[src/rtl/core/pic_pkg.sv]
// Shared types and constants of the piecewise-constant interpolator.
package pic_pkg;

    // Table size and derived widths.
    localparam int MAX_POINTS = 64;
    localparam int N_CELLS    = MAX_POINTS + 1;
    localparam int IDX_W      = $clog2(MAX_POINTS + 2);
    localparam int CNT_W      = $clog2(N_CELLS + 1);
    localparam int DATA_W     = 32;
    localparam int BX_W       = 34;

    typedef logic [IDX_W-1:0]         t_idx;
    typedef logic [CNT_W-1:0]         t_cnt;
    typedef logic signed [DATA_W-1:0] t_data;
    typedef logic signed [BX_W-1:0]   t_bx;

    // Action codes of an input item.
    localparam logic ACT_LOAD  = 1'b0;
    localparam logic ACT_QUERY = 1'b1;

    // Result status codes.
    typedef enum logic [1:0] {
        ST_OK       = 2'd0,
        ST_NO_TABLE = 2'd1,
        ST_DROPPED  = 2'd2
    } t_status;

    // Table write bus broadcast to every cell.
    // Port a writes boundary and level at one index, port b a level only,
    // port c the first boundary, port d the closing boundary.
    typedef struct packed {
        logic  a_en;
        t_idx  a_idx;
        t_bx   a_bx;
        t_data a_ly;
        logic  b_en;
        t_idx  b_idx;
        t_data b_ly;
        logic  c_en;
        t_bx   c_bx;
        logic  d_en;
        t_idx  d_idx;
        t_bx   d_bx;
    } t_wr;

    // Query token that travels down the cell chain.
    typedef struct packed {
        logic    valid;
        t_data   x;
        t_data   level;
        t_status status;
    } t_tok;

endpackage

[src/rtl/core/pic_loader.sv]
// Table builder: tracks the load sequence and drives the table write bus.
module pic_loader (
    input  logic           i_clk,
    input  logic           i_rst_n,
    input  logic           i_load,
    input  pic_pkg::t_data i_x,
    input  pic_pkg::t_data i_y,
    input  logic           i_last,
    output pic_pkg::t_wr   o_wr,
    output pic_pkg::t_status o_status,
    output pic_pkg::t_idx  o_entries
);
    import pic_pkg::*;

    t_idx  r_points, n_points;
    t_data r_px, n_px;
    t_data r_bpx, n_bpx;
    t_data r_py;
    logic  r_ready;
    logic  r_ovf, n_ovf;

    t_idx  base_n;
    logic  fresh;
    logic  stored;
    logic signed [DATA_W:0]   mid_sum;
    logic signed [DATA_W:0]   avg_sum;
    logic signed [DATA_W+2:0] c_sum;
    logic signed [DATA_W+2:0] d_sum;
    logic signed [DATA_W+2:0] px_ext;
    logic signed [DATA_W+2:0] x_ext;
    logic signed [DATA_W+2:0] pxn_ext;
    logic signed [DATA_W+2:0] bpxn_ext;

    // A load while a table is held starts a new sequence.
    always_comb begin
        fresh  = r_ready;
        base_n = fresh ? '0 : r_points;
        stored = (base_n < t_idx'(MAX_POINTS));
        n_ovf  = (fresh ? 1'b0 : r_ovf) | ~stored;
        n_points = stored ? base_n + t_idx'(1) : base_n;
        n_px   = stored ? i_x  : r_px;
        n_bpx  = stored ? r_px : r_bpx;
    end

    // Midpoints, averages and the extrapolated half-steps, each halved by
    // dropping the low bit, which rounds toward minus infinity.
    always_comb begin
        mid_sum  = {r_px[DATA_W-1], r_px} + {i_x[DATA_W-1], i_x};
        avg_sum  = {r_py[DATA_W-1], r_py} + {i_y[DATA_W-1], i_y};
        px_ext   = {{3{r_px[DATA_W-1]}}, r_px};
        x_ext    = {{3{i_x[DATA_W-1]}}, i_x};
        pxn_ext  = {{3{n_px[DATA_W-1]}}, n_px};
        bpxn_ext = {{3{n_bpx[DATA_W-1]}}, n_bpx};
        c_sum    = px_ext + px_ext + px_ext - x_ext;
        d_sum    = pxn_ext + pxn_ext + pxn_ext - bpxn_ext;
    end

    // Write bus for the current load item.
    always_comb begin
        o_wr       = '0;
        o_wr.a_idx = base_n;
        o_wr.b_idx = base_n + t_idx'(1);
        o_wr.b_ly  = i_y;
        o_wr.d_idx = n_points;
        o_wr.c_bx  = c_sum[DATA_W+2:1];
        o_wr.d_bx  = d_sum[DATA_W+2:1];
        if (base_n == '0) begin
            o_wr.a_bx = {{(BX_W-DATA_W){i_x[DATA_W-1]}}, i_x};
            o_wr.a_ly = i_y;
        end else begin
            o_wr.a_bx = {{(BX_W-DATA_W){mid_sum[DATA_W]}}, mid_sum[DATA_W:1]};
            o_wr.a_ly = avg_sum[DATA_W:1];
        end
        if (i_load) begin
            o_wr.a_en = stored;
            o_wr.b_en = stored;
            o_wr.c_en = stored && (base_n == t_idx'(1));
            o_wr.d_en = i_last && (n_points >= t_idx'(2));
        end
    end

    // Sequence state.
    always_ff @(posedge i_clk) begin
        if (!i_rst_n) begin
            r_points <= '0;
            r_px     <= '0;
            r_bpx    <= '0;
            r_ready  <= 1'b0;
            r_ovf    <= 1'b0;
        end else if (i_load) begin
            r_points <= n_points;
            r_px     <= n_px;
            r_bpx    <= n_bpx;
            r_ready  <= i_last;
            r_ovf    <= n_ovf;
        end
    end

    // Raw sample value of the previous point, averaged with the next one.
    always_ff @(posedge i_clk) begin
        if (i_load && stored) begin
            r_py <= i_y;
        end
    end

    // Status and active entry count seen by a query.
    always_comb begin
        if (!r_ready || r_points == '0) begin
            o_status = ST_NO_TABLE;
        end else if (r_ovf) begin
            o_status = ST_DROPPED;
        end else begin
            o_status = ST_OK;
        end
        o_entries = (r_points == t_idx'(1)) ? t_idx'(1) : r_points + t_idx'(1);
    end

endmodule

[config.mk]
export PLATFORM = sky130hd
export DESIGN_NAME = pic_loader
export DESIGN_NICKNAME = d
export VERILOG_FILES = /design/src/rtl/core/pic_pkg.sv /design/src/rtl/core/pic_loader.sv
export SDC_FILE = /design/constraint.sdc
export NUM_CORES = 1
export LEC_CHECK = 0
export BUFFER_PORTS_ARGS = -buffer_cell sky130_fd_sc_hd__buf_4
export CORE_ASPECT_RATIO = 0.6
export CORE_MARGIN = 2
export CORE_UTILIZATION = 45
export DETAILED_ROUTE_END_ITERATION = 12
export GPL_ROUTABILITY_DRIVEN = 1
export PLACE_DENSITY_LB_ADDON = 0.08
export SLEW_MARGIN = 25
export SYNTH_ARGS = -nofsm -noshare
export SYNTH_HDL_FRONTEND = slang
export SYNTH_SLANG_ARGS = --single-unit
[constraint.sdc]
create_clock -name i_clk -period 5.15 [get_ports i_clk]
set_input_delay 0.515 -clock i_clk [delete_from_list [all_inputs] [get_ports i_clk]]
set_output_delay 0.515 -clock i_clk [all_outputs]
set_load 0.01 [all_outputs]
== Word-level counts from Yosys, hierarchy flattened ==
Index checks and enable logic that the tools add are counted.
Storage, ports and cells
  register bits after elaboration: 105
  input port bits: 68
  output and inout bits: 200
Cells by class
  equal/unequal tests: 2
  $lt $le $gt $ge: 2
  bitwise gates (word level): 2
  reduce and logical (&&, ||, !) cells: 7
  mux-type cells: 12
  add/sub/neg operators: 10
Operators by type and width (count)
  $add 32x32->33: 4
  $sub 34x32->35: 2
  $add 33x32->34: 2
  $mux 66: 1
  $mux 32: 2
  $mux 7: 3
  $add 7x1->7 const B: 2
  $eq 7x1->1 const B: 2
  $logic_not 7->1: 2
  $ge 7x2->1 const B: 1
  $lt 7x7->1 const B: 1
  $mux 1: 4
  $mux 2: 2
  $logic_and 1x1->1: 3
  $logic_not 1->1: 1
  $logic_or 1x1->1: 1
  $not 1->1: 1
  $or 1x1->1: 1

== Longest topological paths before layout ==
  word-level depth: 6
  depth in mapped cells: 21
  gate-level depth less buffers: 19

== Worst setup path after synthesis ==
No wires, ideal clock.
  path type: register to output
  start point: reg r_ready (netlist: fresh)
  end point: out o_wr[27] (netlist bit)
  arrival: 4.558 ns
  path buffers: 4
  setup slack: 0.077 ns
  required time: 4.635 ns
  stages on the path, launching flop included: 20
  cells stage by stage: dfxtp_1 -> clkbuf_1 -> nand2b_1 -> clkbuf_1 -> clkbuf_1 -> buf_1 -> a21oi_1 -> fa_1 -> inv_1 -> ha_1 -> and3_4 -> and2_4 -> a221o_1 -> o211ai_2 -> nand2_2 -> a21o_1 -> a21o_1 -> a221o_1 -> a21oi_2 -> xnor2_1
RTL lines
  from (decl): line pic_loader.sv:19  | logic r_ready;
  from (signal assigned): line pic_loader.sv:94  | r_ready <= i_last;
  to (decl): line pic_loader.sv:9  | output pic_pkg::t_wr o_wr,

==> out/qor.csv <==
metric;value;unit
pin count of the biggest net entering global routing;74;
Synth Area in Compound Gates;26.7;%
post-layout minimum cycle time;5.17;ns
fin nets;2322;
ys async rst share;0;%
worst hold path depth;1;
first-pass GRT wire length;68000;um
sequential element share of the synthesized area;17.3;%
Yosys Warn Count;0;
grt ovf;0;
Area growth, synth to finish;22.2;%
initial core utilization;46.2;%
CTS clk-pin slew, worst paths;0.08;ns
Max Fanout on Critical Path;9;
DRT iter0 DRCs;1132;
hold-fix buffers at CTS;0;
H-tree depth;3;
cells after synthesis;1857;
DR vias/cell;5.54;
hold path start;i_y[5];
total CTS buffers;9;
Die ar.;32500;um^2
Synth Area in Simple Gates;16.9;%
Worst Hold End;r_py[5]$_DFFE_PP_;
antenna violations before repair;0;
Die Y;141;um
most common cell after layout, fill and taps aside;buf_4;
Critical-path top delay cell;fa_1;
Fin Hold WS;0.338;ns
Hold WC Path Type;in2reg;
GRT Total Usage;26.4;%
post-placement cell count;2433;
R2R setup slack;2.72;ns
Syn Area/Cell;7.53;um^2
Row Count;49;
Worst Path Required;4.64;ns
Max Buffers Root-to-Sink;2;
Post-Synth Adder-Cell Area;21.5;%
Post-synth EDFFs;32;
Slew headroom;47.3;%
port bufs;267;
FF-to-FF Start;fresh$_SDFFE_PN0P_;
kind of critical path;reg2out;
Post-synth top flop;dfxtp_1;
post-synthesis cell type count;78;
max_cap viols;0;
Synth Register Bits;105;
Final Hold Vio Count;0;
critical path arrival;4.65;ns
clock latency on the worst-skew pair;0.38;ns
RSZ-0062 raised after global routing;yes;
max-slew violation count;0;
post-synthesis cell area;14000;um^2
Die Wd;232;um
Reg2Reg Depth;8;
Core Footprint;30300;um^2
worst vdd ir;164;uV
outcome;finished with violations;
PwrDens;300;nW/um^2
root buffer selected by CTS;clkbuf_16;
XOR/XNOR Fraction of Synth Area;7.96;%
violated checks;setup timing;
Worst path most repeated cell;buf_4;
TritonCTS Sinks;105;
vias in the first global route;12400;
number of top-level pins;268;
Slew @ Worst Pin;0.791;ns
routed len/inst;18.2;um
mux share of post-synthesis cell area;0.152;%
# diodes;0;
largest family of logic cells by synthesized area;compound AO/OA/AOI/OAI gates;
critical path endpoint category;output pin;
CP Cell Sequence;nand2b_4, buf_4, buf_6, a21oi_4, fa_1, inv_1, ha_4, a21o_1, a21oi_1, a21oi_2, o211ai_1, a21boi_2, o31ai_2, buf_4, a21oi_1, o31ai_2, nor2b_2, xnor2_1, buf_4;
fillers;2912;
capturing point of the worst reg2reg path;r_bpx[16]$_SDFFE_PN0P_;
First-pass DRT Iterations;5;
most frequent cells in the layout;buf_4 (289), nand2_1 (262), inv_1 (193);
Final Instance Count excl. Fillers;2466;
DR vias;13700;
setup ws final;-0.0166;ns
max incr delay on CP;0.54;ns
Clock Skew;0.00963;ns
drt drc;0;
Mapped Nets;2126;
LEAKAGE;8.08;nW
WL final;44800;um
# setup viols final;1;
CP Launch Type;register;
routability congestion estimate;0.937;
final core occ;56.4;%
FF+latch area;2420;um^2
layout cell share with drive strength beyond 1;20.4;%
TritonCTS clock tree;done;
HPWL after detailed placement;34400;um
footprint of the multi-input gates;10600;um^2
final worst-path cycle share;100;%
Fmax;194;MHz
Antenna Nets Post-Route;0;
## flip-flops by register name, summed over array words and instances, names as in the netlist
signal    cells
fresh         1
r_bpx        32
r_points      7
r_px         32
r_ovf         1
r_py         32
## where the power goes
group / switching (mW) / internal, mW
registers: 0.0356 / 0.898
logic: 1.86 / 1.53
clock network: 0.341 / 0.455
total: 2.24 / 2.88
## per-layer routing
layer | vias to the layer above | wire, um | global-route usage (%)
met3 | 36 | 3670 | 5.13
li1 | 6689 | - | -
met2 | 491 | 17400 | 35.3
met4 | 0 | 666 | 5.23
met1 | 6449 | 23000 | 42.5
met5 | - | 0 | 0
## worst max-delay path, delay by kind of cell, from the launching register on
family | cells | cell delay (ns)
xor gates and xnor gates | 1 | 0.13
adders and majority gates | 2 | 0.81
and+or+nand+nor | 2 | 0.48
DFF | 1 | 0.33
AOI/OAI and AO/OA | 9 | 1.80
buffers and inverters | 5 | 0.72
## repair_timing
action,in CTS,in global routing
pin swaps,4,19
gates resized for setup,25,69
hold endpoints to repair,0,0
setup endpoints to repair,11,15
setup buffers,2,8
cloned,1,5
## Yosys cell counts, drive strengths merged, types with 7 or more instances
master    n  area, um^2
nand2   264         993
inv     196         736
a21oi   189         968
ha      135        1690
nor2    128         480
o21ai   113         569
a21o     77         578
a21boi   74         559
xnor2    74         648
dfxtp    73        1460
clkbuf   68         255
fa       66        1320
xor2     53         464
buf      48         318
edfxtp   32         961
nand3    26         130
nor2b    25         156
nand2b   20         125
and3     16         105
o21bai   16         120
o21a     15         114
a31oi    14         103
nand4    13        81.3
nor3     13        65.1
a211oi   12        90.1
o211ai    9        82.6
and2      8        52.6
a311oi    7        80.1
## logic make-up after synthesis
family | Yosys count
and+or+nand+nor | 535
adders and majority gates | 201
DFF | 105
xor gates and xnor gates | 127
AOI/OAI and AO/OA | 575
muxes | 2
buffers and inverters | 312
## worst max path at each step
stage	startpoint	endpoint	slack [ns]	depth (start not counted)
after CTS	fresh$_SDFFE_PN0P_	o_wr[33]	0.05	19
after floorplan	fresh$_SDFFE_PN0P_	o_wr[27]	0.08	19
final	fresh$_SDFFE_PN0P_	o_wr[28]	-0.02	19
after global routing	fresh$_SDFFE_PN0P_	o_wr[28]	-0.10	19
after detailed placement	i_x[1]	o_wr[30]	0.01	21
after global placement	i_x[1]	o_wr[30]	0.05	21
## through the flow
stage	setup TNS (ns)	setup slack, ns	cell area [um^2]	power [mW]
CTS	0	0.0550	16600	4.94
detailed placement	0	0.0115	16100	4.10
finish	-0.0166	-0.0166	17100	5.12
floorplan	0	0.0767	14000	2.87
global route	-0.278	-0.101	17100	5.47
global placement	0	0.0520	16100	4.07
## layout make-up
cell class | count | share of cell area [%]
repair buffers | 301 | 14.2
well taps | 408 | 2.99
clock inverters | 5 | 0.454
clock buffers | 11 | 1.49
inverters | 196 | 4.39
multi-input cells | 1440 | 62.3
flip-flops and latches | 105 | 14.2
No activity file was read; power rests on OpenSTA's default activity.
