## src/rtl/core/pic_pkg.sv

```systemverilog
// Shared types and constants of the piecewise-constant interpolator.
package pic_pkg;

    // Table size and derived widths.
    localparam int MAX_POINTS = 64;
    localparam int N_CELLS    = MAX_POINTS + 1;
    localparam int IDX_W      = $clog2(MAX_POINTS + 2);
    localparam int CNT_W      = $clog2(N_CELLS + 1);
    localparam int DATA_W     = 32;
    localparam int BX_W       = 34;

    typedef logic [IDX_W-1:0]         t_idx;
    typedef logic [CNT_W-1:0]         t_cnt;
    typedef logic signed [DATA_W-1:0] t_data;
    typedef logic signed [BX_W-1:0]   t_bx;

    // Action codes of an input item.
    localparam logic ACT_LOAD  = 1'b0;
    localparam logic ACT_QUERY = 1'b1;

    // Result status codes.
    typedef enum logic [1:0] {
        ST_OK       = 2'd0,
        ST_NO_TABLE = 2'd1,
        ST_DROPPED  = 2'd2
    } t_status;

    // Table write bus broadcast to every cell.
    // Port a writes boundary and level at one index, port b a level only,
    // port c the first boundary, port d the closing boundary.
    typedef struct packed {
        logic  a_en;
        t_idx  a_idx;
        t_bx   a_bx;
        t_data a_ly;
        logic  b_en;
        t_idx  b_idx;
        t_data b_ly;
        logic  c_en;
        t_bx   c_bx;
        logic  d_en;
        t_idx  d_idx;
        t_bx   d_bx;
    } t_wr;

    // Query token that travels down the cell chain.
    typedef struct packed {
        logic    valid;
        t_data   x;
        t_data   level;
        t_status status;
    } t_tok;

endpackage

```

## src/rtl/core/pic_cell.sv

```systemverilog
// One table cell: holds a boundary and its level and updates a passing query.
module pic_cell (
    input  logic          i_clk,
    input  logic          i_rst_n,
    input  pic_pkg::t_idx i_index,
    input  logic          i_adv,
    input  pic_pkg::t_wr  i_wr,
    input  pic_pkg::t_idx i_entries,
    input  pic_pkg::t_tok i_tok,
    output pic_pkg::t_tok o_tok
);
    import pic_pkg::*;

    t_bx     r_bx;
    t_data   r_ly;
    logic    r_valid;
    t_data   r_x;
    t_data   r_level;
    t_status r_status;

    t_bx   x_ext;
    logic  take;
    t_data n_level;

    // Table entry writes addressed by index.
    always_ff @(posedge i_clk) begin
        if (i_wr.a_en && i_wr.a_idx == i_index) begin
            r_bx <= i_wr.a_bx;
        end else if (i_wr.c_en && i_index == '0) begin
            r_bx <= i_wr.c_bx;
        end else if (i_wr.d_en && i_wr.d_idx == i_index) begin
            r_bx <= i_wr.d_bx;
        end
        if (i_wr.a_en && i_wr.a_idx == i_index) begin
            r_ly <= i_wr.a_ly;
        end else if (i_wr.b_en && i_wr.b_idx == i_index) begin
            r_ly <= i_wr.b_ly;
        end
    end

    // For a query with OK status, the first cell always supplies the fallback level; later active cells
    // override it when their boundary is at or below the query position.
    always_comb begin
        x_ext = {{(BX_W-DATA_W){i_tok.x[DATA_W-1]}}, i_tok.x};
        take  = (i_tok.status == ST_OK) &&
                ((i_index == '0) || ((i_index < i_entries) && (r_bx <= x_ext)));
        n_level = take ? r_ly : i_tok.level;
    end

    // Token stage toward the next cell.
    always_ff @(posedge i_clk) begin
        if (!i_rst_n) begin
            r_valid <= 1'b0;
        end else if (i_adv) begin
            r_valid <= i_tok.valid;
        end
    end

    always_ff @(posedge i_clk) begin
        if (i_adv) begin
            r_x      <= i_tok.x;
            r_level  <= n_level;
            r_status <= i_tok.status;
        end
    end

    assign o_tok = '{valid: r_valid, x: r_x, level: r_level, status: r_status};

endmodule

```

## config.mk

```make
export PLATFORM = sky130hd
export DESIGN_NAME = pic_cell
export DESIGN_NICKNAME = d
export VERILOG_FILES = /design/src/rtl/core/pic_pkg.sv /design/src/rtl/core/pic_cell.sv
export SDC_FILE = /design/constraint.sdc
export NUM_CORES = 1
export LEC_CHECK = 0
export BUFFER_PORTS_ARGS = -buffer_cell sky130_fd_sc_hd__buf_2
export CAP_MARGIN = 20
export CORE_MARGIN = 2
export CORE_UTILIZATION = 50
export DETAILED_ROUTE_END_ITERATION = 6
export GPL_TIMING_DRIVEN = 0
export HOLD_SLACK_MARGIN = 0.06
export PLACE_DENSITY = 0.82
export SYNTH_ARGS = -nofsm -noshare
export SYNTH_HDL_FRONTEND = slang
export SYNTH_SLANG_ARGS = --single-unit
```

## constraint.sdc

```tcl
create_clock -name i_clk -period 3.9 [get_ports i_clk]
set_input_delay 0.585 -clock i_clk [delete_from_list [all_inputs] [get_ports i_clk]]
set_output_delay 0.585 -clock i_clk [all_outputs]
set_load 0.03 [all_outputs]
```

# Yosys cells after proc, flatten, opt, wreduce, memory -nomap -nowiden
# Cells that the tools add are included.
word_totals:
  ff_bits: 133
  latchBits: 0
  ramBits: 0
  rom_bits: 0
  inputBits: 275
  out_inout_bits: 67
  word_cells: 28
  n_memories: 0
classes:
  add_sub_neg: 0
  n_mul: 0
  div_mod_pow: 0
  magnitude_cmp: 2
  n_eq_ne: 3
  n_shift: 0
  n_mux: 6
  n_bitwise: 0
  n_reduce_logical: 11
op_table:
  columns: ["operator", "n"]
  rows:
  - ["two-way mux 34 bit", 3]
  - ["two-way mux 32 bit", 3]
  - ["<= comparator 34 x 32 -> 1 bit", 1]
  - ["equality test 7 bit", 3]
  - ["logical NOT 7 bit", 1]
  - ["< comparator 7 bit", 1]
  - ["logical AND 1 bit", 6]
  - ["nonzero test 3 bit", 1]
  - ["logical NOT 2 bit", 1]
  - ["nonzero test 2 bit", 1]
  - ["logical OR 1 bit", 1]

# Logic depth before layout (Yosys ltp)
# Gate-level depths: netlist (run 1).
logic_depth:
  depth_word: 5
  depth_mapped: 11
  depth_no_buf: 9

# Worst setup path after synthesis (run 1)
# No wires, ideal clock.
synth_path:
  path_kind: "in2reg"
  start: "input i_index[4]"
  end: "register r_bx[0], enable pin"
  t_arrival_ns: 2.741
  required_ns: 3.502
  slack_ns: 0.761
  path_stages: 5
  path_cell_list: "or4_1 > nor4_4 > nand2_2 > buf_2 > nand3b_1"
synth_between:
  elab_chain_cells: 3
  elab_cells_between_ends: 7
  cone_classes: "eq/ne: 2; reduce/logical: 5"
synth_lines:
  columns: ["element", "line", "rtl"]
  rows:
  - ["start, declared", "pic_cell.sv:5", "input pic_pkg::t_idx i_index,"]
  - ["equality test 7 bit, or another cell as far along", "pic_cell.sv:31", "end else if (i_wr.d_en && i_wr.d_idx == i_index) begin"]
  - ["logical AND 1 bit, on equally long branches", "pic_cell.sv:31, pic_cell.sv:27, pic_cell.sv:29", null]
  - ["nonzero test 3 bit (no line) (*)", null, null]
  - ["end signal, assigned", "pic_cell.sv:28", "r_bx <= i_wr.a_bx;"]
  - ["end signal, assigned", "pic_cell.sv:30", "r_bx <= i_wr.c_bx;"]
  - ["end signal, assigned", "pic_cell.sv:32", "r_bx <= i_wr.d_bx;"]
  - ["end, declared", "pic_cell.sv:14", "t_bx r_bx;"]
# Mark *: on every way between the ends. The rest lies on a longest branch, timed or not.
# A chain may end at the register's enable or synchronous reset.

# Worst setup path after layout (run 1)
layout_path:
  start: "input i_index[5]"
  end: "register r_bx[4], enable pin"
# The elaborated chain is that of the path after synthesis.

==> summary.md, run 1 <==
| Metric | Value |
|---|---|
| Commonest non-fill, non-tap cell in the layout | `buf_2` |
| Synth Instances | `766` |
| Largest net degree at the start of global routing | `41` |
| Vias | `7975` |
| Xor and xnor fraction of the mapped netlist area | `2.146%` |
| Sequential share of the synthesized area | `46.49%` |
| DRC viols | `1` |
| Critical path cell sequence | `buf_2, or4_1, nor4_4, nand2_2, buf_2, nand3b_1, buf_16` |
| Clk sinks | `approximately 130` |
| Hold EP | `r_x[18]` |
| Hold depth | `1` |
| Clock Pin Slew Worst Setup and Hold Paths | `0.06 ns` |
| GP Congestion | `between 0.9 and 1` |
| Core ar. | `around 17000 um2` |
| Placed Cells | `1330` |
| Final Setup Violations | `0` |
| Crit-path max FO | `20` |
| Die X | `approximately 130 um` |
| Share of layout cells above drive strength 1 | `40.02%` |
| Mean post-synth cell area | `11.19 um2` |
| Reg area | `3984 um2` |
| Footprint of the multi-input gates | `4140 um2` |
| Violated checks | `design-rule violations` |
| H-tree depth | `4` |
| Clock buffer count from CTS | `17` |
| Crit-path slowest cell | `nand3b_1` |
| R2R depth | `9` |
| Main combinational cell family by area after synthesis | `simple AND/OR/NAND/NOR gates` |
| Reg2reg setup slack | `0.88 ns` |
| Top FF cell, synth | `edfxtp_1` |
| Netlist cell types | `between 40 and 50` |
| WS Path Type | `in -> reg` |
| Filler cells | `approximately 1200` |
| Setup Skew | `0.007608 ns` |
| Mux cell area share after synthesis | `12.50%` |
| CTS tree | `built` |
| Finished Layout Cells | `1363` |
| Fin crit period | `3.156 ns` |
| CP arrival | `~3.3 ns` |
| Row count | `47` |
| FMAX | `roughly 320 MHz` |
| CP required | `4.03 ns` |
| Post-Synth Simple-Gate Area | `20.98%` |
| Vias/cell | `around 5.9` |
| Worst Setup Start Kind | `primary input` |
| Reg-to-reg startpoint | `r_bx[33]` |
| Clk buf depth | `2` |
| Hold crit path type | `in -> reg` |
| Post-CTS setup buffers | `0` |
| 1st-iter DRT viols | `888` |
| CTS Hold Bufs | `0` |
| Leak | `0.004886 uW` |
| Synth Area in Compound Gates | `6.848%` |
| Most frequent cells in the layout | `buf_2 (351), edfxtp_1 (132), nand4_1 (72), mux2_2 (53), clkbuf_1 (43)` |
| Final-report max-slew violation count | `0` |
| HPWL after DPL | `20.26 mm` |
| Global-route wire length before repair | `40.50 mm` |
| Actual slew at the worst max-slew pin | `0.8446 ns` |
| Vias in the first global route | `7840` |
| Number of buffer cells added on primary ports | `341` |
| PD cells | `357.9 nW/um2` |
| Maximum vdd drop | `between 0.2 and 0.3 mV` |
| Fraction of registers with async set/reset | `0%` |
| # IOs | `between 300 and 400` |
| Gr usage total | `between 20% and 30%` |
| Status | `finished with violations` |
| Final Hold Violating Endpoints | `0` |
| Yosys warning total | `0` |
| Slew headroom | `43.53%` |
| Crit end category | `flip-flop` |
| Starting density of the core | `51.49%` |
| Area Growth Syn to Fin | `30.54%` |
| Seq cells post-synth | `133` |
| Max_cap viols | `0` |
| RSZ-0062 raised after global routing | `no` |
| Worst-Skew Late Latency | `0.42 ns` |
| Most used cell, CP | `buf_2` |
| Drt total wl | `approximately 26 mm` |
| Worst r2r dst | `r_level[8]` |
| Clk root buf | `clkbuf_16` |
| Die Y | `134.9 um` |
| First-pass iteration count of the detailed router | `7` |
| Fin nets | `~1400` |
| Gr ovfl total | `0` |
| Antenna viol nets, final | `0` |
| HP Start | `i_tok[52]` |
| Wire length per cell | `19.40 um` |
| Syn nets | `1081` |
| Adder-Cell Fraction of Synth Area | `5.840%` |
| Slowest stage delay, CP | `0.67 ns` |
| Final Core Density | `67.22%` |
| Die area | `between 15000 and 20000 um2` |
| Antenna violations before repair | `1` |
| Cts repair resizes | `0` |
| Cell area after synthesis | `8569 um2` |
| Post-synth EDFFs | `132` |
| Tcrit/Tclk final | `just over 80%` |
[metrics by stage]
step | instance area (um2) | hold WS, ns | power, uW | TNS, ns | setup slack (ns)
floorplan | 8569 | 0.4839 | 2163 | 0 | 0.7612
global placement | 10550 | 0.5123 | 2478 | -8.638 | -0.1519
detailed placement | 10630 | 0.5166 | 2500 | 0 | 0.2028
CTS | 11180 | 0.3378 | 4003 | 0 | 0.6465
global route | 11190 | 0.3380 | 4138 | 0 | 0.5183
finish | 11190 | 0.3522 | 4004 | 0 | 0.7442
[routing by layer]
layer	vias to the layer above	part of all wire (%)	GRT usage, %
met3	83	8.7	6.494
met1	3688	39	36.35
met4	0	4.3	14.74
li1	3698	-	-
met5	-	0	0
met2	506	49	47.83
[kinds of logic (layout without fill, tap and decap cells)]
family                     after synthesis  in the layout
buffers and inverters                  102            478
and+or+nand+nor                        273            273
xor gates and xnor gates                21             21
muxes                                   99             99
AOI/OAI and AO/OA                       98             98
other                                    0              1
adders and majority gates               40             40
DFF                                    133            133
[layout make-up]
type	count	area share, %
multi-input cells	531	37.01
flip-flops and latches	133	35.61
repair buffers	344	15.95
clock buffers	18	3.836
plain buffers	64	2.707
well taps	220	2.461
inverters	38	1.275
clock inverters	14	1.130
diodes	1	0.02237
[worst max-delay path: cells and delay by family]
family        cells  cell delay, ns
buf+inv           3            0.68
simple gates      4            2.00
[where the power goes]
group | switching (uW) | leakage, uW | internal, uW
sequential | 20.7 | 0.00124 | 1660
combinational | 466 | 0.00338 | 334
clock | 642 | 0.000260 | 880
total | 1130 | 0.00489 | 2880
[cells in the mapped netlist, drive strengths merged (2+ instances only)]
cell | n | area share (%)
a211oi | 3 | 0.41
and4 | 2 | 0.20
xnor2 | 9 | 0.92
and3 | 33 | 2.4
a21oi | 15 | 0.92
xor2 | 12 | 1.2
edfxtp | 132 | 46
nor2 | 7 | 0.31
nor2b | 2 | 0.15
nand4bb | 32 | 4.2
ha | 40 | 5.8
buf | 22 | 1.7
nor4 | 3 | 0.39
a21o | 5 | 0.44
clkbuf | 42 | 1.8
nand3b | 33 | 2.9
nand2 | 44 | 2.0
nand4 | 72 | 5.3
a31oi | 32 | 2.3
o21ai | 39 | 2.3
nand3 | 38 | 2.2
mux2 | 64 | 8.4
mux2i | 35 | 4.1
inv | 38 | 1.7
[how the worst max path moves through the flow]
stage / depth (start not counted) / startpoint / slack (ns) / to
final: 7 / i_index[5] / 0.74 / r_bx[4]
after CTS: 7 / i_index[5] / 0.65 / r_bx[11]
after detailed placement: 7 / i_index[5] / 0.20 / r_bx[13]
after global routing: 7 / i_index[4] / 0.52 / r_bx[11]
after global placement: 6 / i_index[5] / -0.15 / r_bx[11]
after floorplan: 5 / i_index[4] / 0.76 / r_bx[0]
[registers in the layout, indices dropped and copies added, names as in the netlist]
name	flops
r_bx	34
r_level	32
r_ly	32
r_status	2
r_valid	1
r_x	32
Note: power is estimated with default switching activity, not from simulation.
==> run 2: changes to the inputs <==
--- a/config.mk
+++ b/config.mk
@@ -5,14 +5,15 @@
 export SDC_FILE = /design/constraint.sdc
 export NUM_CORES = 1
 export LEC_CHECK = 0
+export ABC_AREA = 1
 export BUFFER_PORTS_ARGS = -buffer_cell sky130_fd_sc_hd__buf_2
 export CAP_MARGIN = 20
 export CORE_MARGIN = 2
-export CORE_UTILIZATION = 50
+export CORE_UTILIZATION = 42
 export DETAILED_ROUTE_END_ITERATION = 6
 export GPL_TIMING_DRIVEN = 0
 export HOLD_SLACK_MARGIN = 0.06
-export PLACE_DENSITY = 0.82
+export PLACE_DENSITY = 0.77
 export SYNTH_ARGS = -nofsm -noshare
 export SYNTH_HDL_FRONTEND = slang
 export SYNTH_SLANG_ARGS = --single-unit
==> constraint.sdc (replaced) <==
create_clock -name i_clk -period 2.55 [get_ports i_clk]
set_input_delay 0.3825 -clock i_clk [delete_from_list [all_inputs] [get_ports i_clk]]
set_output_delay 0.3825 -clock i_clk [all_outputs]
set_load 0.03 [all_outputs]
==> summary.md, run 2 <==
| Metric | Value |
|---|---|
| Status | `complete, no violations` |
| Vias in the first global route | `5843 (-25%)` |
| Antenna violations before repair | `2 (+1)` |
| Starting density of the core | `42.64% (-8.9 points)` |
| Crit-path slowest cell | `edfxtp_1` |
| HPWL after DPL | `15.81 mm (-22%)` |
| # IOs | `342 (unchanged)` |
| Routing usage on met2 | `37.94% (-9.9 points)` |
| FMAX | `413.1 MHz` |
| Synth top area cells | `edfxtp_1 (57%), nand2_1 (11%), ha_1 (7.2%), mux2_2 (3.5%), inv_1 (3.4%)` |
| Critical path cell sequence | `ha_1, nand2_1, inv_1, nand2_1, nand2_1, a21oi_2, nand2_1, nand2_1, nand3_1, nand3_2, nand2_2, nand2_4, nand2_8, buf_2, nand2_1, nand2_1` |
| Crit-path max FO | `7 (-65%)` |
| Reg2reg setup slack | `0.13 ns (-0.75 ns)` |
| HP Start | `i_tok[46]` |
| Max_cap viols | `0 (unchanged)` |
| Fin nets | `1358 (-6.0%)` |
| Sw Ratio | `24.78% (-3.4 points)` |
| Fin crit period | `~2.4 ns` |
| Syn nets | `994 (-8.0%)` |
| Post-synth EDFFs | `132 (unchanged)` |
| Net switching power | `1494 uW (+32%)` |
| Max FFs per register | `34 (unchanged)` |
| Setup Slack @ Placement | `-0.7671 ns (-0.9699 ns)` |
| Yosys warning total | `0 (unchanged)` |
| Number of buffer cells added on primary ports | `341 (unchanged)` |
| Fraction of registers with async set/reset | `0% (unchanged)` |
| Reg area | `3984 um2 (unchanged)` |
| Clk sinks | `133 (unchanged)` |
| R2R depth | `16 (+7)` |
| Final Hold Violating Endpoints | `0 (unchanged)` |
| Finished Layout Cells | `1278 (-6.2%)` |
| Vias/cell | `4.899 (-16%)` |
| PD cells | `615.6 nW/um2 (+72%)` |
| Leak | `0.004740 uW (-3.0%)` |
| 1st-iter DRT viols | `420 (-53%)` |
| CTS tree | `built` |
| Crit end category | `flip-flop` |
| Critical Path Source | `r_bx[13]` |
| Global-route wire length before repair | `29.86 mm (-26%)` |
| CP arrival | `2.60 ns (-0.68 ns)` |
| Actual slew at the worst max-slew pin | `0.8984 ns (+0.05386 ns)` |
| Mean post-synth cell area | `10.30 um2 (-7.9%)` |
| Int Power | `4536 uW (+58%)` |
| Top FF cell, synth | `edfxtp_1` |
| Count leader, synth | `nand2_1` |
| DRC viols | `0 (-1)` |
| Final Hold Slack | `0.1504 ns (-0.2018 ns)` |
| Share of layout cells above drive strength 1 | `42.14% (+2.1 points)` |
| Final Setup Violations | `0 (unchanged)` |
| Antenna viol nets, final | `0 (unchanged)` |
| Setup slack after layout | `0.1292 ns (-0.6150 ns)` |
| GP Congestion | `0.8778 (-3.4%)` |
| Gr ovfl total | `0 (unchanged)` |
| Commonest cells post-synth | `nand2_1 (208), edfxtp_1 (132), inv_1 (63)` |
| Hold crit path type | `in -> reg` |
| Footprint of the multi-input gates | `2730 um2 (-34%)` |
| Post-synth top area share | `56.66% (+10 points)` |
| Slew headroom | `40.11% (-3.4 points)` |
| Most frequent cells in the layout | `buf_2 (344), nand2_1 (204), edfxtp_1 (132), inv_1 (63), nor2_1 (43)` |
| Most used cell, CP | `nand2_1` |
| GRT met3 Usage | `5.479% (-1.0 points)` |
| Filler cells | `1355 (+8.8%)` |
| Tcrit/Tclk final | `94.93%` |
| Clock Pin Slew Worst Setup and Hold Paths | `0.06 ns (about the same)` |
| H-tree depth | `4 (unchanged)` |
| Worst-Skew Late Latency | `0.42 ns (about the same)` |
| Largest net degree at the start of global routing | `69 (+68%)` |
| Die Y | `133.1 um (-1.4%)` |
| First-pass iteration count of the detailed router | `5 (-2)` |
| Final-report max-slew violation count | `0 (unchanged)` |
| Gr usage total | `22.37% (-6.8 points)` |
| Netlist cell types | `33 (-30%)` |
| Area Growth Syn to Fin | `40.01%` |
| Drt total wl | `20.11 mm (-24%)` |
| Worst Setup Start Kind | `flip-flop` |
| Sequential share of the synthesized area | `56.95% (+10 points)` |
| Clk buf depth | `2 (unchanged)` |
| Commonest non-fill, non-tap cell in the layout | `buf_2` |
| Maximum vdd drop | `0.4517 mV (+54%)` |
| Synth Instances | `679 (-11%)` |
| Setup Skew | `0.008383 ns (+0.0007755 ns)` |
| Post-layout instance area | `9794 um2 (-12%)` |
| CP required | `2.72 ns (-1.31 ns)` |
| Wire length per cell | `15.74 um (-19%)` |
| WS Path Type | `reg -> reg` |
| Cell taking the most area after synthesis | `edfxtp_1` |
| Placed Cells | `1242 (-6.6%)` |
| Setup_tns | `0 ns (unchanged)` |
| Logic pwr share | `14.6% (-5.4 points)` |
| Worst r2r dst | `r_level[22]` |
| Reg-to-reg startpoint | `r_bx[13]` |
| Most flop-heavy register | `r_bx` |
| Die X | `133.1 um (-1.4%)` |
| Die area | `17700 um2 (-2.7%)` |
| Hold depth | `1 (unchanged)` |
| Gr busiest metal | `met2` |
| Cell area after synthesis | `6995 um2 (-18%)` |
| Core ar. | `16410 um2 (-1.4%)` |
| Hold EP | `r_x[12]` |
| Post-placement cell area | `9026 um2 (-15%)` |
| Register share of total power | `42.3% (+0.3 points)` |
| Clock buffer count from CTS | `17 (unchanged)` |
| Slowest stage delay, CP | `0.37 ns (-0.30 ns)` |
| Vias | `6261 (-21%)` |
| Clk root buf | `clkbuf_16` |
| Met1 GRT Util | `27.72% (-8.6 points)` |
| CTS Hold Bufs | `0 (unchanged)` |
| Clk network pwr share | `43.0% (+5.0 points)` |
| Seq cells post-synth | `133 (unchanged)` |
| Row count | `47 (unchanged)` |
[run 2: cell count changes after synthesis, sizes merged, moves of 32 or more]
cell and delta:
and3 -33, mux2 -32, mux2i -35, nand2 +166, nand3b -33, nand4 -68
nand4bb -32, nor2 +45, o21ai -33
[run 2: worst max-delay path, delay by kind of cell, from the launching register on]
kind | cells | cell delay (ns)
AND/OR/NAND/NOR | 12 | 1.07
flip-flops | 1 | 0.37
adder cells (fa/ha/maj) | 1 | 0.29
buffers and inverters | 2 | 0.26
AO/OA/AOI/OAI | 1 | 0.18
[run 2: logic make-up (layout without fill, tap and decap cells)]
logic type               after synthesis  after routing  share of synthesized area, %
AO/OA/AOI/OAI                         66             66                         5.759
XOR/XNOR                               7              7                        0.8764
adder cells (fa/ha/maj)               40             40                         7.154
buffers and inverters                 91            468                         5.741
flip-flops                           133            133                         56.95
multiplexers                          32             32                         5.688
other                                  0              2                             0
AND/OR/NAND/NOR                      310            310                         17.83
[run 2: per-stage QoR]
| step | util [%] | total power [uW] |
|---|---|---|
| 2_1_floorplan | - | 3046 |
| 3_3_place_gp | 54.86 | 3432 |
| 3_5_place_dp | 55.01 | 3451 |
| 4_1_cts | 58.90 | 6038 |
| 5_1_grt | 59.70 | 6253 |
| 6_report | 59.70 | 6030 |
[run 2: power by group through the flow]
stage / Clock (uW) / Sequential [uW] / Combinational, uW
finish: 2600 / 2550 / 882
global route: 2730 / 2560 / 963
CTS: 2630 / 2550 / 858
detailed placement: 0 / 2600 / 853
global placement: 0 / 2600 / 837
floorplan: 0 / 2760 / 283
[run 2: how the worst max path moves through the flow]
stage | endpoint | slack (ns) | cells after the start
CTS | r_level[21] | 0.006 | 17
global placement | r_bx[13] | -0.74 | 9
floorplan | r_bx[0] | 0.20 | 8
detailed placement | r_bx[12] | -0.77 | 9
finish | r_level[22] | 0.13 | 16
global route | r_level[21] | -0.03 | 17
[run 2: what timing repair did]
item | CTS | global route
gates cloned | 0 | 2
pin swaps | 0 | 9
setup endpoints to repair | 34 | 79
gates resized for setup | 1 | 21
setup buffers | 0 | 1
[run 2: metal layers]
metal / up-vias / part of all wire, %
met5: - / 0
met4: 0 / 2.3
met3: 42 / 6.1
met2: 275 / 50
met1: 2870 / 42
li1: 3074 / -
[run 2: area by class of cell]
| class | instances | area share, % |
|---|---|---|
| Inverter | 64 | 2.453 |
| Clock inverter | 14 | 2.044 |
| Sequential cell | 133 | 40.67 |
| Timing Repair Buffer | 346 | 18.06 |
| Tap cell | 220 | 2.810 |
| Multi-Input combinational cell | 455 | 27.87 |
| Antenna cell | 2 | 0.05110 |
| Clock buffer | 18 | 4.382 |
| Buffer | 26 | 1.648 |
==> run 3: changes to the inputs <==
--- a/config.mk
+++ b/config.mk
@@ -8,12 +8,13 @@
 export ABC_AREA = 1
 export BUFFER_PORTS_ARGS = -buffer_cell sky130_fd_sc_hd__buf_2
 export CAP_MARGIN = 20
-export CORE_MARGIN = 2
-export CORE_UTILIZATION = 42
+export CORE_AREA = 2 2 133 135
 export DETAILED_ROUTE_END_ITERATION = 6
+export DIE_AREA = 0 0 135 137
 export GPL_TIMING_DRIVEN = 0
 export HOLD_SLACK_MARGIN = 0.06
-export PLACE_DENSITY = 0.77
+export PLACE_DENSITY = 0.73
+export SETUP_SLACK_MARGIN = 0.1
 export SYNTH_ARGS = -nofsm -noshare
 export SYNTH_HDL_FRONTEND = slang
 export SYNTH_SLANG_ARGS = --single-unit
==> constraint.sdc (replaced) <==
create_clock -name i_clk -period 3.1 [get_ports i_clk]
set_input_delay 0.465 -clock i_clk [delete_from_list [all_inputs] [get_ports i_clk]]
set_output_delay 0.465 -clock i_clk [all_outputs]
set_load 0.03 [all_outputs]
==> summary.md, run 3 (synthesized netlist as in run 2, its figures left out) <==
| Metric | Value |
|---|---|
| Crit-path max FO | `34 (+27)` |
| Gr ovfl total | `0 (unchanged)` |
| FMAX | `380.8 MHz` |
| GP Congestion | `0.8534 (-2.8%)` |
| CTS Hold Bufs | `0 (unchanged)` |
| # IOs | `342 (unchanged)` |
| Footprint of the multi-input gates | `2641 um2 (-3.3%)` |
| Die area | `18500 um2 (+4.5%)` |
| DRC viols | `0 (unchanged)` |
| Crit end category | `flip-flop` |
| Tcrit/Tclk final | `between 80% and 90%` |
| Maximum vdd drop | `0.3524 mV (-22%)` |
| H-tree depth | `4 (unchanged)` |
| Clk root buf | `clkbuf_16` |
| Slew headroom | `38.27% (-1.8 points)` |
| Max_cap viols | `0 (unchanged)` |
| Status | `complete, no violations` |
| Hold crit path type | `in -> reg` |
| Setup slack after layout | `0.4740 ns (+0.3448 ns)` |
| Post-CTS setup buffers | `0 (unchanged)` |
| Antenna violations before repair | `2 (unchanged)` |
| Final-report max-slew violation count | `0 (unchanged)` |
| Worst-Skew Late Latency | `0.41 ns (about the same)` |
| Fin crit period | `2.626 ns` |
| 1st-iter DRT viols | `369 (-12%)` |
| Gr usage total | `21.55% (-0.82 points)` |
| Final Hold Violating Endpoints | `0 (unchanged)` |
| Placed Cells | `1247 (+0.40%)` |
| Worst Setup Start Kind | `primary input` |
| HPWL after DPL | `15.98 mm (+1.1%)` |
| Vias/cell | `4.858 (-0.84%)` |
| Antenna viol nets, final | `0 (unchanged)` |
| Drt total wl | `20.10 mm (about the same)` |
| Wire length per cell | `15.70 um (-0.22%)` |
| Most flop-heavy register | `r_bx` |
| Final Setup Violations | `0 (unchanged)` |
| CTS tree | `built` |
| Fin nets | `1356 (-0.15%)` |
| Commonest non-fill, non-tap cell in the layout | `buf_2` |
| Clk sinks | `133 (unchanged)` |
| Core ar. | `17060 um2 (+4.0%)` |
| Most frequent cells in the layout | `buf_2 (343), nand2_1 (208), edfxtp_1 (132), inv_1 (63), nor2_1 (50)` |
| Global-route wire length before repair | `30.00 mm (+0.49%)` |
| Setup Skew | `0.007109 ns (-0.001274 ns)` |
| Setup Slack @ Placement | `-0.3486 ns (+0.4185 ns)` |
| Finished Layout Cells | `1280 (+0.16%)` |
| Vias in the first global route | `6045 (+3.5%)` |
| Vias | `6218 (-0.69%)` |
| Share of layout cells above drive strength 1 | `40.23% (-1.9 points)` |
| Cts repair resizes | `1 (unchanged)` |
| Area Growth Syn to Fin | `38.13%` |
| First-pass iteration count of the detailed router | `5 (unchanged)` |
| PD cells | `506.2 nW/um2 (-18%)` |
| Actual slew at the worst max-slew pin | `0.9259 ns (+0.02751 ns)` |
| WS Path Type | `in -> reg` |
| Number of buffer cells added on primary ports | `341 (unchanged)` |
| Die X | `135 um (+1.5%)` |
| Row count | `48 (+2.1%)` |
| Largest net degree at the start of global routing | `69 (unchanged)` |
| Tot Pwr | `4891 uW (-19%)` |
| Leak | `0.004705 uW (-0.72%)` |
| Reg area | `3984 um2 (unchanged)` |
| Filler cells | `1525 (+13%)` |
| Clock Pin Slew Worst Setup and Hold Paths | `0.06 ns (about the same)` |
| CP arrival | `2.62 ns (+0.02 ns)` |
| Starting density of the core | `41.01% (-1.6 points)` |
| RSZ-0062 raised after global routing | `no` |
| Setup_tns | `0 ns (unchanged)` |
| CP required | `3.09 ns (+0.37 ns)` |
| Die Y | `137 um (+3.0%)` |
| Max FFs per register | `34 (unchanged)` |
| Clk buf depth | `2 (unchanged)` |
| Clock buffer count from CTS | `17 (unchanged)` |
## run 3: changes by cell type in the layout (fill, tap and decap cells not counted), moves of 2 or more
cell        previous run  this run
a21oi_1               14        16
a21oi_2                2         0
clkinv_1               1         3
clkinv_4               2         0
clkinvlp_4             3         5
ha_1                  38        40
ha_4                   2         0
inv_6                  4         1
nand2_1              204       208
nand2_2                4         1
nor2_1                43        50
nor2_2                 7         2
nor2_4                 2         0
## run 3: worst paths after layout
kind	cells past startpoint	end	startpoint	slack (ns)
worst min-delay path	1	r_status[0]	i_tok[0]	0.24
worst min register to register	2	r_level[12]	r_ly[12]	0.55
worst max-delay path	9	r_bx[20]	i_index[5]	0.47
worst max register to register	17	r_level[7]	r_bx[17]	0.61
## run 3: cell type report
class	instances	share of cell area, %
sequential	133	41.23
multi-input combinational	455	27.33
timing repair buffer	343	18.00
clock buffer	18	4.441
tap	225	2.913
inverter	64	2.486
clock inverter	14	1.903
buffer	27	1.670
antenna	1	0.02590
## run 3: worst max-delay path: stages
cell	delay, ns
buf_2	0.11
inv_1	0.17
nand2_1	0.08
o2111ai_1	0.11
nor3_1	0.07
nand2_1	0.14
buf_2	0.34
buf_1	0.54
nand3_4	0.56
## run 3: where the power goes
part / total [uW] / internal (uW) / switching (uW)
combinational: 702 / 287 / 415
sequential: 2100 / 2080 / 21.4
clock: 2090 / 1340 / 751
## run 3: metrics by stage
step | cell area [um2] | hold slack [ns] | util, %
finish | 9663 | 0.2396 | 56.65
global route | 9663 | 0.2196 | 56.65
CTS | 9661 | 0.2207 | 56.64
detailed placement | 9040 | 0.5311 | 53.00
global placement | 9002 | 0.5266 | 52.78
floorplan | 7014 | 0.5021 | -
## run 3: routing by layer
| metal | part of all wire [%] | track usage, % |
|---|---|---|
| met5 | 0 | 0 |
| met1 | 41 | 26.52 |
| met2 | 49 | 36.21 |
| met4 | 3.5 | 10.82 |
| met3 | 6.2 | 4.296 |
